[src/scl_pkg.sv]
`default_nettype none

package scl_pkg;

   // Field widths fixed by the pixel format and the register map.
   localparam int PIX_W      = 4;
   localparam int BYTE_W     = 8;
   localparam int PAIR_W     = 2 * BYTE_W;
   localparam int LINE_W     = 9;
   localparam int ROWS_W     = 11;
   localparam int ROW_W      = 10;
   localparam int COL_OUT_W  = 8;

   // Configuration register map.
   localparam int CSR_IDX_W  = 2;
   localparam int CSR_DATA_W = 11;
   localparam logic [CSR_IDX_W-1:0] CSR_LINE_BYTES = 2'd0;
   localparam logic [CSR_IDX_W-1:0] CSR_FRAME_ROWS = 2'd1;

   localparam logic [LINE_W-1:0] LINE_BYTES_RST = 9'd150;
   localparam logic [ROWS_W-1:0] FRAME_ROWS_RST = 11'd216;
   localparam int MIN_DIM   = 2;
   localparam int ROW_LIMIT = 1024;

   // Job queue between front and back, and the result queue.
   localparam int JQ_DEPTH  = 4;
   localparam int JQ_PTR_W  = $clog2(JQ_DEPTH);
   localparam int JQ_CNT_W  = $clog2(JQ_DEPTH + 1);
   localparam int OQ_DEPTH  = 2;
   localparam int OQ_PTR_W  = $clog2(OQ_DEPTH);
   localparam int OQ_CNT_W  = $clog2(OQ_DEPTH + 1);

   typedef struct packed {
      logic [LINE_W-1:0] line_bytes;
      logic [ROWS_W-1:0] frame_rows;
   } cfg_type;

   // Operands of one result: the centre byte and its four neighbors.
   typedef struct packed {
      logic [BYTE_W-1:0]    ctr;
      logic [BYTE_W-1:0]    lft;
      logic                 has_l;
      logic [BYTE_W-1:0]    rgt;
      logic                 has_r;
      logic [BYTE_W-1:0]    abv;
      logic [BYTE_W-1:0]    blw;
      logic [COL_OUT_W-1:0] col;
      logic [ROW_W-1:0]     row;
      logic                 last;
      logic                 done;
   } res_ops_type;

   // One job carries the results released by one input word.
   typedef struct packed {
      res_ops_type first;
      res_ops_type second;
      logic        has_second;
   } job_type;

   typedef struct packed {
      logic [JQ_CNT_W-1:0] count;
      logic                not_empty;
   } jobq_status_type;

   typedef struct packed {
      logic [PAIR_W-1:0]    upper_pair;
      logic [PAIR_W-1:0]    lower_pair;
      logic [COL_OUT_W-1:0] out_column;
      logic [ROW_W-1:0]     out_row;
      logic                 last_of_run;
      logic                 frame_done;
   } rsp_type;

   // EPX rule for one pixel: {upper-left, upper-right, lower-left, lower-right}.
   function automatic logic [PAIR_W-1:0] epx_pixel(input logic [PIX_W-1:0] e,
                                                   input logic [PIX_W-1:0] b,
                                                   input logic [PIX_W-1:0] d,
                                                   input logic [PIX_W-1:0] f,
                                                   input logic [PIX_W-1:0] h);
      logic [PIX_W-1:0] e0;
      logic [PIX_W-1:0] e1;
      logic [PIX_W-1:0] e2;
      logic [PIX_W-1:0] e3;
      e0 = e;
      e1 = e;
      e2 = e;
      e3 = e;
      if (b != h && d != f) begin
         e0 = (d == b) ? d : e;
         e1 = (b == f) ? f : e;
         e2 = (d == h) ? d : e;
         e3 = (h == f) ? f : e;
      end
      return {e0, e1, e2, e3};
   endfunction

   // Scale one source byte (two pixels) into two upper and two lower bytes.
   function automatic rsp_type scale_result(input res_ops_type ops);
      logic [PIX_W-1:0]  ea;
      logic [PIX_W-1:0]  eb;
      logic [PIX_W-1:0]  dl;
      logic [PIX_W-1:0]  fr;
      logic [PAIR_W-1:0] p0;
      logic [PAIR_W-1:0] p1;
      rsp_type           res;
      ea = ops.ctr[BYTE_W-1 -: PIX_W];
      eb = ops.ctr[PIX_W-1:0];
      dl = ops.has_l ? ops.lft[PIX_W-1:0] : ea;
      fr = ops.has_r ? ops.rgt[BYTE_W-1 -: PIX_W] : eb;
      p0 = epx_pixel(ea, ops.abv[BYTE_W-1 -: PIX_W], dl, eb, ops.blw[BYTE_W-1 -: PIX_W]);
      p1 = epx_pixel(eb, ops.abv[PIX_W-1:0], ea, fr, ops.blw[PIX_W-1:0]);
      res.upper_pair  = {p0[PAIR_W-1 -: BYTE_W], p1[PAIR_W-1 -: BYTE_W]};
      res.lower_pair  = {p0[BYTE_W-1:0], p1[BYTE_W-1:0]};
      res.out_column  = ops.col;
      res.out_row     = ops.row;
      res.last_of_run = ops.last;
      res.frame_done  = ops.done;
      return res;
   endfunction

endpackage

`default_nettype wire

[src/scl_jobq.sv]
`default_nettype none

module scl_jobq import scl_pkg::*; (
   input  wire logic            clock,
   input  wire logic            reset,
   input  wire logic            push,
   input  wire job_type         push_job,
   input  wire logic            pop,
   output job_type              head,
   output jobq_status_type      status
);

   job_type             entries_ff [JQ_DEPTH];
   logic [JQ_PTR_W-1:0] wr_ptr_ff;
   logic [JQ_PTR_W-1:0] rd_ptr_ff;
   logic [JQ_CNT_W-1:0] count_ff;
   logic [JQ_CNT_W-1:0] count_in;

   assign head             = entries_ff[rd_ptr_ff];
   assign status.count     = count_ff;
   assign status.not_empty = count_ff != '0;
   assign count_in         = count_ff + JQ_CNT_W'(push) - JQ_CNT_W'(pop);

   // Pointers and fill level.
   always_ff @(posedge clock) begin
      if (reset) begin
         wr_ptr_ff <= '0;
         rd_ptr_ff <= '0;
         count_ff  <= '0;
      end else begin
         if (push) begin
            wr_ptr_ff <= wr_ptr_ff + JQ_PTR_W'(1);
         end
         if (pop) begin
            rd_ptr_ff <= rd_ptr_ff + JQ_PTR_W'(1);
         end
         count_ff <= count_in;
      end
   end

   // Job storage.
   always_ff @(posedge clock) begin
      if (push) begin
         entries_ff[wr_ptr_ff] <= push_job;
      end
   end

   // The front's credit check must keep a slot free for every job it pushes.
   a_no_overflow: assert property (@(posedge clock) disable iff (reset)
      push |-> ((count_ff < JQ_CNT_W'(JQ_DEPTH)) || pop))
      else $error("job queue overflow");

   a_no_underflow: assert property (@(posedge clock) disable iff (reset)
      pop |-> (count_ff != '0))
      else $error("job queue underflow");

endmodule

`default_nettype wire

[config.mk]
export PLATFORM = sky130hd
export DESIGN_NAME = scl_jobq
export DESIGN_NICKNAME = d
export VERILOG_FILES = /design/src/scl_pkg.sv /design/src/scl_jobq.sv
export SDC_FILE = /design/constraint.sdc
export NUM_CORES = 1
export LEC_CHECK = 0
export ABC_AREA = 1
export BUFFER_PORTS_ARGS = -buffer_cell sky130_fd_sc_hd__clkbuf_2
export CAP_MARGIN = 20
export CORE_ASPECT_RATIO = 0.7
export CORE_MARGIN = 1
export CORE_UTILIZATION = 55
export DETAILED_ROUTE_END_ITERATION = 8
export GPL_TIMING_DRIVEN = 0
export PLACE_DENSITY_LB_ADDON = 0.08
export SYNTH_ARGS = -nofsm -noshare
export SYNTH_HDL_FRONTEND = slang
export SYNTH_SLANG_ARGS = --single-unit
export TNS_END_PERCENT = 1
[constraint.sdc]
create_clock -name clock -period 8.18 [get_ports clock]
set_input_delay 0.818 -clock clock [delete_from_list [all_inputs] [get_ports clock]]
set_output_delay 0.818 -clock clock [all_outputs]
set_load 0.005 [all_outputs]
==> Yosys cells after proc, flatten, opt, wreduce, memory -nomap -nowiden <==
Memories as Yosys holds them, arrays and structs flattened. A register that Yosys moved wholly into a read port is not among the register bits.
Cells that the tools add are included.
{ "totals": {"reg_bits": 7, "elab_cells": 13, "mem_count": 1, "mem_bits_rw": 500, "in_bits": 129} }
{ "op_classes": {"n_addsub": 4, "n_reduce_logical": 1, "mux": 4} }
{ "memory_table": {"columns": ["memory", "words", "word_bits", "read_ports", "rd_ports_with_merged_regs", "wr", "line", "source"], "rows": [
  ["entries_ff", 4, 125, 1, 1, 1, "scl_jobq.sv:13", "job_type entries_ff [JQ_DEPTH];"]
]} }
{ "ops": {"columns": ["operator", "count"], "rows": [
  ["$add 2x1->2 const B", 2],
  ["$mux 2", 2],
  ["$add 3x1->3", 1],
  ["$reduce_bool 3->1", 1],
  ["$sub 3x1->3", 1],
  ["$mux 1", 2]
]} }

==> Longest topological paths before layout <==
{ "depth": {"ltp_word": 3, "ltp_mapped": 8} }

==> Least setup slack after synthesis <==
No wires, ideal clock.
{ "synth_timing": {"path_kind": "input-to-reg", "start": "input port push", "end": "memory entries_ff[0][0] in the netlist's numbering, enable pin", "required_time_ns": 7.702, "arrival_time_ns": 3.260, "setup_ns": 0.478, "path_buffers": 0, "path_stages": 2, "slack_ns": 4.442, "path_cell_list": "nand2_1 inv_1"} }
{ "synth_via": {"elab_chain_cells": 2} }
{ "synth_lines": {"columns": ["element", "line", "source"], "rows": [
  ["start, declared", "scl_jobq.sv:6", "input wire logic push,"],
  ["$mux 1", "scl_jobq.sv:43", "if (push) begin"],
  ["$mux 1 (not written as such)", "scl_jobq.sv:44", "entries_ff[wr_ptr_ff] <= push_job;"],
  ["end, declared", "scl_jobq.sv:13", null]
]} }
Every way passes these cells.

==> flow_metrics.tcl <==
set metrics [dict create \
    cts.path.max_buffers 3 \
    gr-usage-met2_pct 38.8 \
    tritoncts "yes" \
    grt-busiest-layer "met2" \
    antenna_found_initial 5 \
    period_needed_ns 3.14 \
    grt_pass1_wl_um 64200 \
    place.gp.congestion 0.767 \
    start_kind "flop" \
    critPathKind "reg -> out" \
    skew_ns 0.0116 \
    dp_hpwl_um 26800 \
    use_met3_pct 5.31 \
    htreeDepth 2 \
    syn_area_um2 19200 \
    rsz0062_at_grt "no" \
    vias_per_cell 5.37 \
    die_w_um 226 \
    final_nets 1835 \
    slew_violations 0 \
    die_y_um 158 \
    clock_latency_ns 0.56 \
    overflow 0 \
    layout-drive-gt1-share_pct 21.9 \
    leakage_nw 8.16 \
    rows 56 \
    start_util_pct 56.6 \
    ff2ff_path_depth 5 \
    drtAntennaViolNets 0 \
    grt_pass1_vias 11100 \
    cts_root_buf "clkbuf_16" \
    gr-usage-met1_pct 34.5 \
    tightest_slew_ns 0.666 \
    wl_per_cell_um 19.7 \
    finalCritPeriodShare_pct 38.4 \
    track_usage_pct 24.4 \
    yosys_register_bits 509 \
    hp-class "in -> reg" \
    status "finished clean" \
    cts-resized-gates 0 \
    fmax_ghz 0.318 \
    finalWirelength_um 43400 \
    grt_max_degree 85 \
    area_growth_pct 17.8 \
    synthDistinctLibCells 22 \
    synth_top_area_share_pct 78.0 \
    crit_chain "inv_2, buf_4, clkbuf_1, o21ai_1, o21ai_1, clkbuf_2" \
    cp_slowest_cell "clkbuf_1" \
    maxCapViolations 0 \
    required_ns 7.36 \
    ys_seq_area_share_pct 79.0 \
    finalPower_mw 5.60 \
    clock-sinks 509 \
    vias 11800 \
    dr.pass1.iters 5 \
    postSynthAreaPerCell_um2 13.8 \
    hold_violations 0 \
    layout_common_cells "500 x edfxtp_1, 378 x nor2_1, 257 x clkbuf_2" \
    worstHoldPathCells 1 \
    drc 0 \
    slew_headroom_pct 55.6 \
    die-area_um2 35700 \
    numCtsBuffers 45 \
    clkSlewWorstSetupHoldPaths_ns 0.07 \
    ios 258 \
    syn-num-nets 1528 \
    synth_area_leaders "edfxtp_1 78%, nor2_1 7.4%, o21ai_1 5.2%" \
    path_common_cell "o21ai_1" \
    ctsHoldBuffers 0 \
    final_common_cell "edfxtp_1" \
    postCtsSetupBuffers 0 \
    p_per_area_nw_per_um2 247 \
    numPortBuffers 256 \
    fp.coreArea_um2 34000 \
    setup_viol 0 \
    arrival_ns 2.33 \
    yosys_warnings 0 \
    max-vdd-ir-drop_mv 0.169 \
    setup_tns_ns 0 \
    synth_top_cell_by_area "edfxtp_1" \
    worstSetupEndpointType "output port" \
    cp_max_fo 10 \
    max_stage_delay_ns 0.44 \
    drt_iter0_drc 1047 \
    synth_cells 1392 \
]
-- through the flow --
stage	area, um2	hold slack [ns]	utilization, %	setup slack (ns)	cells
after floorplan	19200	0.473	-	4.44	1392
after global placement	21100	0.493	62.1	2.32	2112
after detailed placement	21200	0.500	62.5	5.60	2116
after CTS	22700	0.444	66.7	5.02	2196
after global routing	22700	0.457	66.7	4.89	2197
final	22700	0.473	66.7	5.04	2200
-- metal layers --
layer,share of wire (%),up-vias
met5,0.023,-
met4,1.6,2
met3,7.2,48
met2,47,361
met1,44,5722
li1,-,5670
-- cell usage after synthesis --
| master | instances |
|---|---|
| a211oi_1 | 1 |
| a21oi_1 | 3 |
| buf_2 | 28 |
| buf_4 | 10 |
| buf_6 | 12 |
| buf_8 | 1 |
| clkbuf_1 | 31 |
| clkbuf_2 | 1 |
| dfxtp_1 | 9 |
| edfxtp_1 | 500 |
| fa_1 | 1 |
| ha_1 | 6 |
| inv_1 | 17 |
| inv_2 | 1 |
| inv_4 | 1 |
| nand2_1 | 12 |
| nand3_1 | 2 |
| nor2_1 | 378 |
| nor3_1 | 2 |
| nor3b_1 | 1 |
| o21ai_0 | 174 |
| o21ai_1 | 201 |
-- final cells by class --
class,instances,area [um2]
repair buffers,260,1390
inverters,19,93.8
flip-flops and latches,509,15200
plain buffers,83,487
multi-input cells,781,3490
clock inverters,22,149
diodes,4,10.0
well taps,464,581
fillers,2473,11300
clock buffers,58,1280
-- critical path, delay by kind of cell, from the launching register on --
family / cells / cell delay, ns
flip-flops: 1 / 0.36
buffers and inverters: 4 / 0.98
AO/OA/AOI/OAI: 2 / 0.42
-- kinds of logic (layout without fill, tap and decap cells) --
| group | Yosys count | in the layout | share of synthesized area [%] |
|---|---|---|---|
| DFF | 509 | 509 | 79.0 |
| other | 0 | 4 | 0 |
| and+or+nand+nor | 395 | 395 | 7.75 |
| adders and majority gates | 7 | 7 | 0.494 |
| buffers and inverters | 102 | 442 | 2.91 |
| AOI/OAI and AO/OA | 379 | 379 | 9.87 |
-- sequential cells by signal (all words and copies together) (netlist names), named ones only --
signal      cells
wr_ptr_ff       2
count_ff        3
rd_ptr_ff       2
entries_ff    500
-- path summary, 6_finish.rpt --
kind / startpoint / end / slack (ns)
max reg2reg: wr_ptr_ff[0] / entries_ff[0][80] / 6.14
min: push_job[23] / entries_ff[2][23] / 0.47
min reg2reg: rd_ptr_ff[1] / flop / 0.52
max: flop / head[94] / 5.04
-- report_power, final --
| part | leakage (nW) | total [mW] | switching [mW] | internal [mW] |
|---|---|---|---|---|
| logic | 2.79 | 0.542 | 0.353 | 0.189 |
| clock network | 0.705 | 2.05 | 0.891 | 1.16 |
| registers | 4.67 | 3.00 | 0.0235 | 2.98 |
Note: power is estimated with default switching activity, not from simulation.
