`src/scl_pkg.sv`:
```
`default_nettype none

package scl_pkg;

   // Field widths fixed by the pixel format and the register map.
   localparam int PIX_W      = 4;
   localparam int BYTE_W     = 8;
   localparam int PAIR_W     = 2 * BYTE_W;
   localparam int LINE_W     = 9;
   localparam int ROWS_W     = 11;
   localparam int ROW_W      = 10;
   localparam int COL_OUT_W  = 8;

   // Configuration register map.
   localparam int CSR_IDX_W  = 2;
   localparam int CSR_DATA_W = 11;
   localparam logic [CSR_IDX_W-1:0] CSR_LINE_BYTES = 2'd0;
   localparam logic [CSR_IDX_W-1:0] CSR_FRAME_ROWS = 2'd1;

   localparam logic [LINE_W-1:0] LINE_BYTES_RST = 9'd150;
   localparam logic [ROWS_W-1:0] FRAME_ROWS_RST = 11'd216;
   localparam int MIN_DIM   = 2;
   localparam int ROW_LIMIT = 1024;

   // Job queue between front and back, and the result queue.
   localparam int JQ_DEPTH  = 4;
   localparam int JQ_PTR_W  = $clog2(JQ_DEPTH);
   localparam int JQ_CNT_W  = $clog2(JQ_DEPTH + 1);
   localparam int OQ_DEPTH  = 2;
   localparam int OQ_PTR_W  = $clog2(OQ_DEPTH);
   localparam int OQ_CNT_W  = $clog2(OQ_DEPTH + 1);

   typedef struct packed {
      logic [LINE_W-1:0] line_bytes;
      logic [ROWS_W-1:0] frame_rows;
   } cfg_type;

   // Operands of one result: the centre byte and its four neighbors.
   typedef struct packed {
      logic [BYTE_W-1:0]    ctr;
      logic [BYTE_W-1:0]    lft;
      logic                 has_l;
      logic [BYTE_W-1:0]    rgt;
      logic                 has_r;
      logic [BYTE_W-1:0]    abv;
      logic [BYTE_W-1:0]    blw;
      logic [COL_OUT_W-1:0] col;
      logic [ROW_W-1:0]     row;
      logic                 last;
      logic                 done;
   } res_ops_type;

   // One job carries the results released by one input word.
   typedef struct packed {
      res_ops_type first;
      res_ops_type second;
      logic        has_second;
   } job_type;

   typedef struct packed {
      logic [JQ_CNT_W-1:0] count;
      logic                not_empty;
   } jobq_status_type;

   typedef struct packed {
      logic [PAIR_W-1:0]    upper_pair;
      logic [PAIR_W-1:0]    lower_pair;
      logic [COL_OUT_W-1:0] out_column;
      logic [ROW_W-1:0]     out_row;
      logic                 last_of_run;
      logic                 frame_done;
   } rsp_type;

   // EPX rule for one pixel: {upper-left, upper-right, lower-left, lower-right}.
   function automatic logic [PAIR_W-1:0] epx_pixel(input logic [PIX_W-1:0] e,
                                                   input logic [PIX_W-1:0] b,
                                                   input logic [PIX_W-1:0] d,
                                                   input logic [PIX_W-1:0] f,
                                                   input logic [PIX_W-1:0] h);
      logic [PIX_W-1:0] e0;
      logic [PIX_W-1:0] e1;
      logic [PIX_W-1:0] e2;
      logic [PIX_W-1:0] e3;
      e0 = e;
      e1 = e;
      e2 = e;
      e3 = e;
      if (b != h && d != f) begin
         e0 = (d == b) ? d : e;
         e1 = (b == f) ? f : e;
         e2 = (d == h) ? d : e;
         e3 = (h == f) ? f : e;
      end
      return {e0, e1, e2, e3};
   endfunction

   // Scale one source byte (two pixels) into two upper and two lower bytes.
   function automatic rsp_type scale_result(input res_ops_type ops);
      logic [PIX_W-1:0]  ea;
      logic [PIX_W-1:0]  eb;
      logic [PIX_W-1:0]  dl;
      logic [PIX_W-1:0]  fr;
      logic [PAIR_W-1:0] p0;
      logic [PAIR_W-1:0] p1;
      rsp_type           res;
      ea = ops.ctr[BYTE_W-1 -: PIX_W];
      eb = ops.ctr[PIX_W-1:0];
      dl = ops.has_l ? ops.lft[PIX_W-1:0] : ea;
      fr = ops.has_r ? ops.rgt[BYTE_W-1 -: PIX_W] : eb;
      p0 = epx_pixel(ea, ops.abv[BYTE_W-1 -: PIX_W], dl, eb, ops.blw[BYTE_W-1 -: PIX_W]);
      p1 = epx_pixel(eb, ops.abv[PIX_W-1:0], ea, fr, ops.blw[PIX_W-1:0]);
      res.upper_pair  = {p0[PAIR_W-1 -: BYTE_W], p1[PAIR_W-1 -: BYTE_W]};
      res.lower_pair  = {p0[BYTE_W-1:0], p1[BYTE_W-1:0]};
      res.out_column  = ops.col;
      res.out_row     = ops.row;
      res.last_of_run = ops.last;
      res.frame_done  = ops.done;
      return res;
   endfunction

endpackage

`default_nettype wire

```
`src/scl_back.sv`:
```
`default_nettype none

module scl_back import scl_pkg::*; (
   input  wire logic            clock,
   input  wire logic            reset,
   input  wire job_type         head,
   input  wire jobq_status_type jq_status,
   output logic                 job_pop,
   input  wire logic            pop,
   output logic                 empty,
   output rsp_type              rsp
);

   rsp_type             oq_ff [OQ_DEPTH];
   logic [OQ_PTR_W-1:0] oq_wr_ff;
   logic [OQ_PTR_W-1:0] oq_rd_ff;
   logic [OQ_CNT_W-1:0] oq_cnt_ff;
   logic [OQ_CNT_W-1:0] oq_cnt_in;
   logic                sub_ff;
   logic                sub_in;
   logic                produce;
   logic                take;
   res_ops_type         sel_ops;
   rsp_type             res;

   // One result per cycle from the head job while the result queue has room.
   assign produce = jq_status.not_empty && (oq_cnt_ff != OQ_CNT_W'(OQ_DEPTH));
   assign sel_ops = sub_ff ? head.second : head.first;
   assign res     = scale_result(sel_ops);
   assign job_pop = produce && (sub_ff || !head.has_second);
   assign sub_in  = produce ? (!sub_ff && head.has_second) : sub_ff;

   // Result queue toward the consumer.
   assign take      = pop && (oq_cnt_ff != '0);
   assign empty     = oq_cnt_ff == '0;
   assign rsp       = oq_ff[oq_rd_ff];
   assign oq_cnt_in = oq_cnt_ff + OQ_CNT_W'(produce) - OQ_CNT_W'(take);

   always_ff @(posedge clock) begin
      if (reset) begin
         oq_wr_ff  <= '0;
         oq_rd_ff  <= '0;
         oq_cnt_ff <= '0;
         sub_ff    <= 1'b0;
      end else begin
         if (produce) begin
            oq_wr_ff <= oq_wr_ff + OQ_PTR_W'(1);
         end
         if (take) begin
            oq_rd_ff <= oq_rd_ff + OQ_PTR_W'(1);
         end
         oq_cnt_ff <= oq_cnt_in;
         sub_ff    <= sub_in;
      end
   end

   always_ff @(posedge clock) begin
      if (produce) begin
         oq_ff[oq_wr_ff] <= res;
      end
   end

   // The second half of a job is only pending while that job is still at the head.
   a_sub_has_job: assert property (@(posedge clock) disable iff (reset)
      sub_ff |-> (jq_status.not_empty && head.has_second))
      else $error("second result pending without a two-result job");

   a_result_shows: assert property (@(posedge clock) disable iff (reset)
      produce |=> !empty)
      else $error("produced result did not reach the result queue");

endmodule

`default_nettype wire

```
`config.mk`:
```
export PLATFORM = sky130hd
export DESIGN_NAME = scl_back
export DESIGN_NICKNAME = d
export VERILOG_FILES = /design/src/scl_pkg.sv /design/src/scl_back.sv
export SDC_FILE = /design/constraint.sdc
export NUM_CORES = 1
export LEC_CHECK = 0
export BUFFER_PORTS_ARGS = -buffer_cell sky130_fd_sc_hd__buf_4
export CAP_MARGIN = 20
export CORE_MARGIN = 2
export CORE_UTILIZATION = 54
export CTS_CLUSTER_SIZE = 16
export DETAILED_ROUTE_END_ITERATION = 8
export PLACE_DENSITY_LB_ADDON = 0.15
export SLEW_MARGIN = 20
export SYNTH_ARGS = -nofsm -noshare
export SYNTH_HDL_FRONTEND = slang
export SYNTH_SLANG_ARGS = --single-unit
```
`constraint.sdc`:
```
create_clock -name clock -period 11 [get_ports clock]
set_clock_uncertainty 0.05 [all_clocks]
set_input_delay 2.75 -clock clock [delete_from_list [all_inputs] [get_ports clock]]
set_output_delay 2.75 -clock clock [all_outputs]
set_load 0.01 [all_outputs]
```
Word-level counts from Yosys, hierarchy flattened
Memories as Yosys holds them, arrays and structs flattened. A register that Yosys moved wholly into a read port is not among the register bits.
Cells that the tools add are included.
Storage, ports and cells
  register bits: 5
  latch bits: 0
  RAM bits: 104
  bits in read-only memories: 0
  input port bits: 132
  output and inout port bits: 54
  logic and storage cells: 56
  memories kept: 1
Cells by class
  add/subtract/negate cells: 4
  $mul: 0
  div/mod/pow operators: 0
  order comparisons: 0
  equality and inequality tests: 13
  shifts and indexed selects: 0
  mux-type cells: 23
  bitwise logic cells: 0
  reduce and logical (&&, ||, !) cells: 11
Memory list
  oq_ff: words 2, width 52, read ports 1, clocked after Yosys merged registers in 1, write ports 1, line scl_back.sv:14  | rsp_type oq_ff [OQ_DEPTH];
Operators with widths (count)
  $mux W4: 18
  $mux W62: 1
  $eq A4 B4 Y1: 8
  $ne A4 B4 Y1: 4
  $logic_and A1 B1 Y1: 6
  $mux W1: 4
  $add A1 B1 Y1 const B: 2
  $add A2 B1 Y2: 1
  $logic_not A1 Y1: 2
  $logic_not A2 Y1: 1
  $ne A2 B2 Y1 const B: 1
  $reduce_bool A2 Y1: 1
  $sub A2 B1 Y2: 1
  $logic_or A1 B1 Y1: 1

Longest topological paths before layout
  word-level depth: 5
  gate-level depth with buffers: 9
  depth with buffers taken out: 8

Worst setup path after synthesis
Ideal clock, no wire load.
  path type: input port to output port
  from: input jq_status[0] (netlist bit)
  to: output job_pop
  data arrival time: 3.107 ns
  data required time: 8.200 ns
  setup slack: 5.093 ns
  stages: 2
  path buffers: 0
  cell sequence: o21ai_1 -> nor2_1
Between the ends
  cells in the longest elaborated chain, start to end: 2
RTL lines
  start: declaration: line scl_back.sv:7  | input wire jobq_status_type jq_status,
  $logic_and A1 B1 Y1: line scl_back.sv:27  | assign produce = jq_status.not_empty && (oq_cnt_ff != OQ_CNT_W'(OQ_DEPTH));
  $logic_and A1 B1 Y1: line scl_back.sv:30  | assign job_pop = produce && (sub_ff || !head.has_second);
  end: declaration: line scl_back.sv:8  | output logic job_pop,
No other way between the ends.

Worst setup path in the final report
Ends and elaborated chain as after synthesis.

==> impl_metrics.yaml <==
drt:
  first_iter_violations: 254
  drc_errors: 0
  vias_per_cell: 5.43
  wl_per_cell_um: 17.4
  ant_nets: 0
  vias: 3944
  wl_um: 12600
  first_pass_iters: 4
floorplanning:
  die_w_um: 110
  num_rows: 38
  core-area_um2: 10800
  die_h_um: 110
  start_util_pct: 55.6
  io_pins: 186
  die-area_um2: 12000
logic_synthesis:
  synth_adder_area_share_pct: 0.415
  synthSimpleGateAreaFrac_pct: 5.56
  synth_compound_area_share_pct: 4.51
  synthXorXnorAreaFrac_pct: 9.74
  yosysSeqAreaShare_pct: 53.8
  syn_inst: 418
  synth_nets: 552
  synth_edf_count: 104
  yosysWarnings: 0
  ys_types: 40
  synth_ff_type: "edfxtp_1"
  synth_top_family_by_area: "multiplexers"
  ys_ff_latch: 110
  avgSynthCellArea_um2: 14.4
  synth_area_um2: 6030
  synth.area.mux_share_pct: 24.1
  ys_async_sr_fraction_pct: 0
worst_setup_path:
  worstPathRequired_ps: 8200
  crit_path_frequent_cell: "buf_4"
  path_cells: "buf_4 -> o21ai_1 -> nor2_1 -> buf_4"
  start_kind: "input port"
  critPathKind: "input port to output port"
  crit_fanout: 6
  slowest_delay_ps: 390
  r2r_setup_slack_ps: 7060
  critical_path.endpoint_type: "output port"
  crit_arrival_ps: 3530
  cp_slowest_cell: "o21ai_1"
power:
  p_leak_nw: 2.88
  powerDensity_nw_per_um2: 177
  ir_drop_mv: 0.0999
cells_and_area:
  layout_commonest_cell: "buf_4"
  nets: 716
  area_growth_pct: 25.7
  layout_common_cells: "170 x buf_4, 104 x edfxtp_1, 72 x mux2_2, 49 x mux2i_1, 43 x xor2_1"
  post_route_cells_drive_above_1_share_pct: 47.5
  antennaDiodeCount: 0
  final_util_pct: 69.9
sta:
  max_freq_mhz: 158
  fin_ws_ps: 4670
  final-setup-viol-count: 0
  period_share_pct: 57.5
  finalMaxSlewViolations: 0
  fin_tns_setup_ps: 0
  worstMarginPinSlew_ps: 1070
  rsz0062_at_grt: "false"
  finalHoldViolCount: 0
  fin_crit_ps: 6330
  slew-limit-headroom_pct: 28.3
global_route:
  grt_overflow: 0
  grt_pass1_wl_um: 19400
  grt_max_degree: 83
  first_global_vias: 3949
  track_usage_pct: 21.5
  antenna_found_initial: 0
clock_tree:
  clk_path_buf_depth: 2
  holdBufCountCts: 0
  post_cts_resized: 0
  cts_root_buf: "clkbuf_8"
  clkLatencyLatePin_ps: 360
  cts.htree.levels: 3
  cts_buffers: 9
  cts_tree: "yes"
  cts_setup_buffers: 0
  clkSinkCount: 110
  clk_pin_slew_worst_paths_ps: 100
placed_design:
  pre_cts_ws_ps: 4660
  gp_congestion: 0.888
  port_buffers: 166
  hpwl_um: 9110
outcome:
  status: "complete, no violations"
min_path:
  min_path_type: "flop to flop"
run:
  maxCapViolCount: 0
## sequential cells by signal, summed over array words and instances, names as in the netlist, named ones only
register,flops
oq_rd_ff,1
oq_cnt_ff,2
sub_ff,1
oq_wr_ff,1
oq_ff,104
## through the flow
step           instances  hold slack (ps)  power (W)  area [µm²]
6_report             727              478    0.00134        7570
5_1_grt              727              505    0.00141        7570
4_1_cts              727              482    0.00135        7570
3_5_place_dp         711              455    0.00114        7400
3_3_place_gp         711              452    0.00112        7400
2_1_floorplan        418              431   0.000919        6030
## final timing paths
check,from,to,depth (start not counted)
setup / recovery,jq_status[0],job_pop,4
hold / removal,oq_rd_ff,flop,2
setup reg to reg,sub_ff,oq_ff[0][39],7
hold reg to reg,oq_rd_ff,flop,2
## Yosys cell counts (5+ instances only)
master | count | area [µm²]
xnor2_1 | 24 | 210
mux2i_2 | 5 | 68.8
mux2_2 | 72 | 811
edfxtp_1 | 104 | 3120
nor2_1 | 19 | 71.3
a22oi_1 | 8 | 60.1
mux2i_1 | 49 | 490
dfxtp_1 | 6 | 120
clkbuf_1 | 7 | 26.3
a21oi_1 | 6 | 30.0
nand2_1 | 7 | 26.3
xor2_1 | 43 | 377
buf_2 | 5 | 25.0
## power by group
| part | internal [W] | switching, W |
|---|---|---|
| Sequential | 0.000555 | 0.0000173 |
| Combinational | 0.000272 | 0.000277 |
| Clock | 0.0000834 | 0.000134 |
| Total | 0.000911 | 0.000428 |
## critical path: cells and delay by family
kind | cells | cell delay [ps]
buf+inv | 2 | 280
simple gates | 1 | 110
compound gates | 1 | 390
## kinds of logic (layout without fill, tap and decap cells)
family,count (synthesis),count (layout)
multiplexers,130,130
flip-flops,110,110
XOR/XNOR,67,67
AND/OR/NAND/NOR,54,54
AO/OA/AOI/OAI,34,34
buffers and inverters,21,190
adder cells (fa/ha/maj),2,2
## metal layers
| metal | vias up | global-route usage [%] | part of all wire, % |
|---|---|---|---|
| met5 | - | 0 | 0 |
| met4 | 0 | 10.1 | 1.6 |
| li1 | 1901 | - | - |
| met1 | 1868 | 27.3 | 43 |
| met2 | 156 | 36.1 | 49 |
| met3 | 19 | 3.26 | 6.7 |
## layout make-up
cell class | instances | area, µm²
Clock inverter | 7 | 48.8
Fill cell | 767 | 3270
Clock buffer | 9 | 124
Timing Repair Buffer | 170 | 1280
Tap cell | 140 | 175
Inverter | 4 | 15.0
Multi-Input combinational cell | 287 | 2690
Sequential cell | 110 | 3250
(Power assumes the default switching activity.)
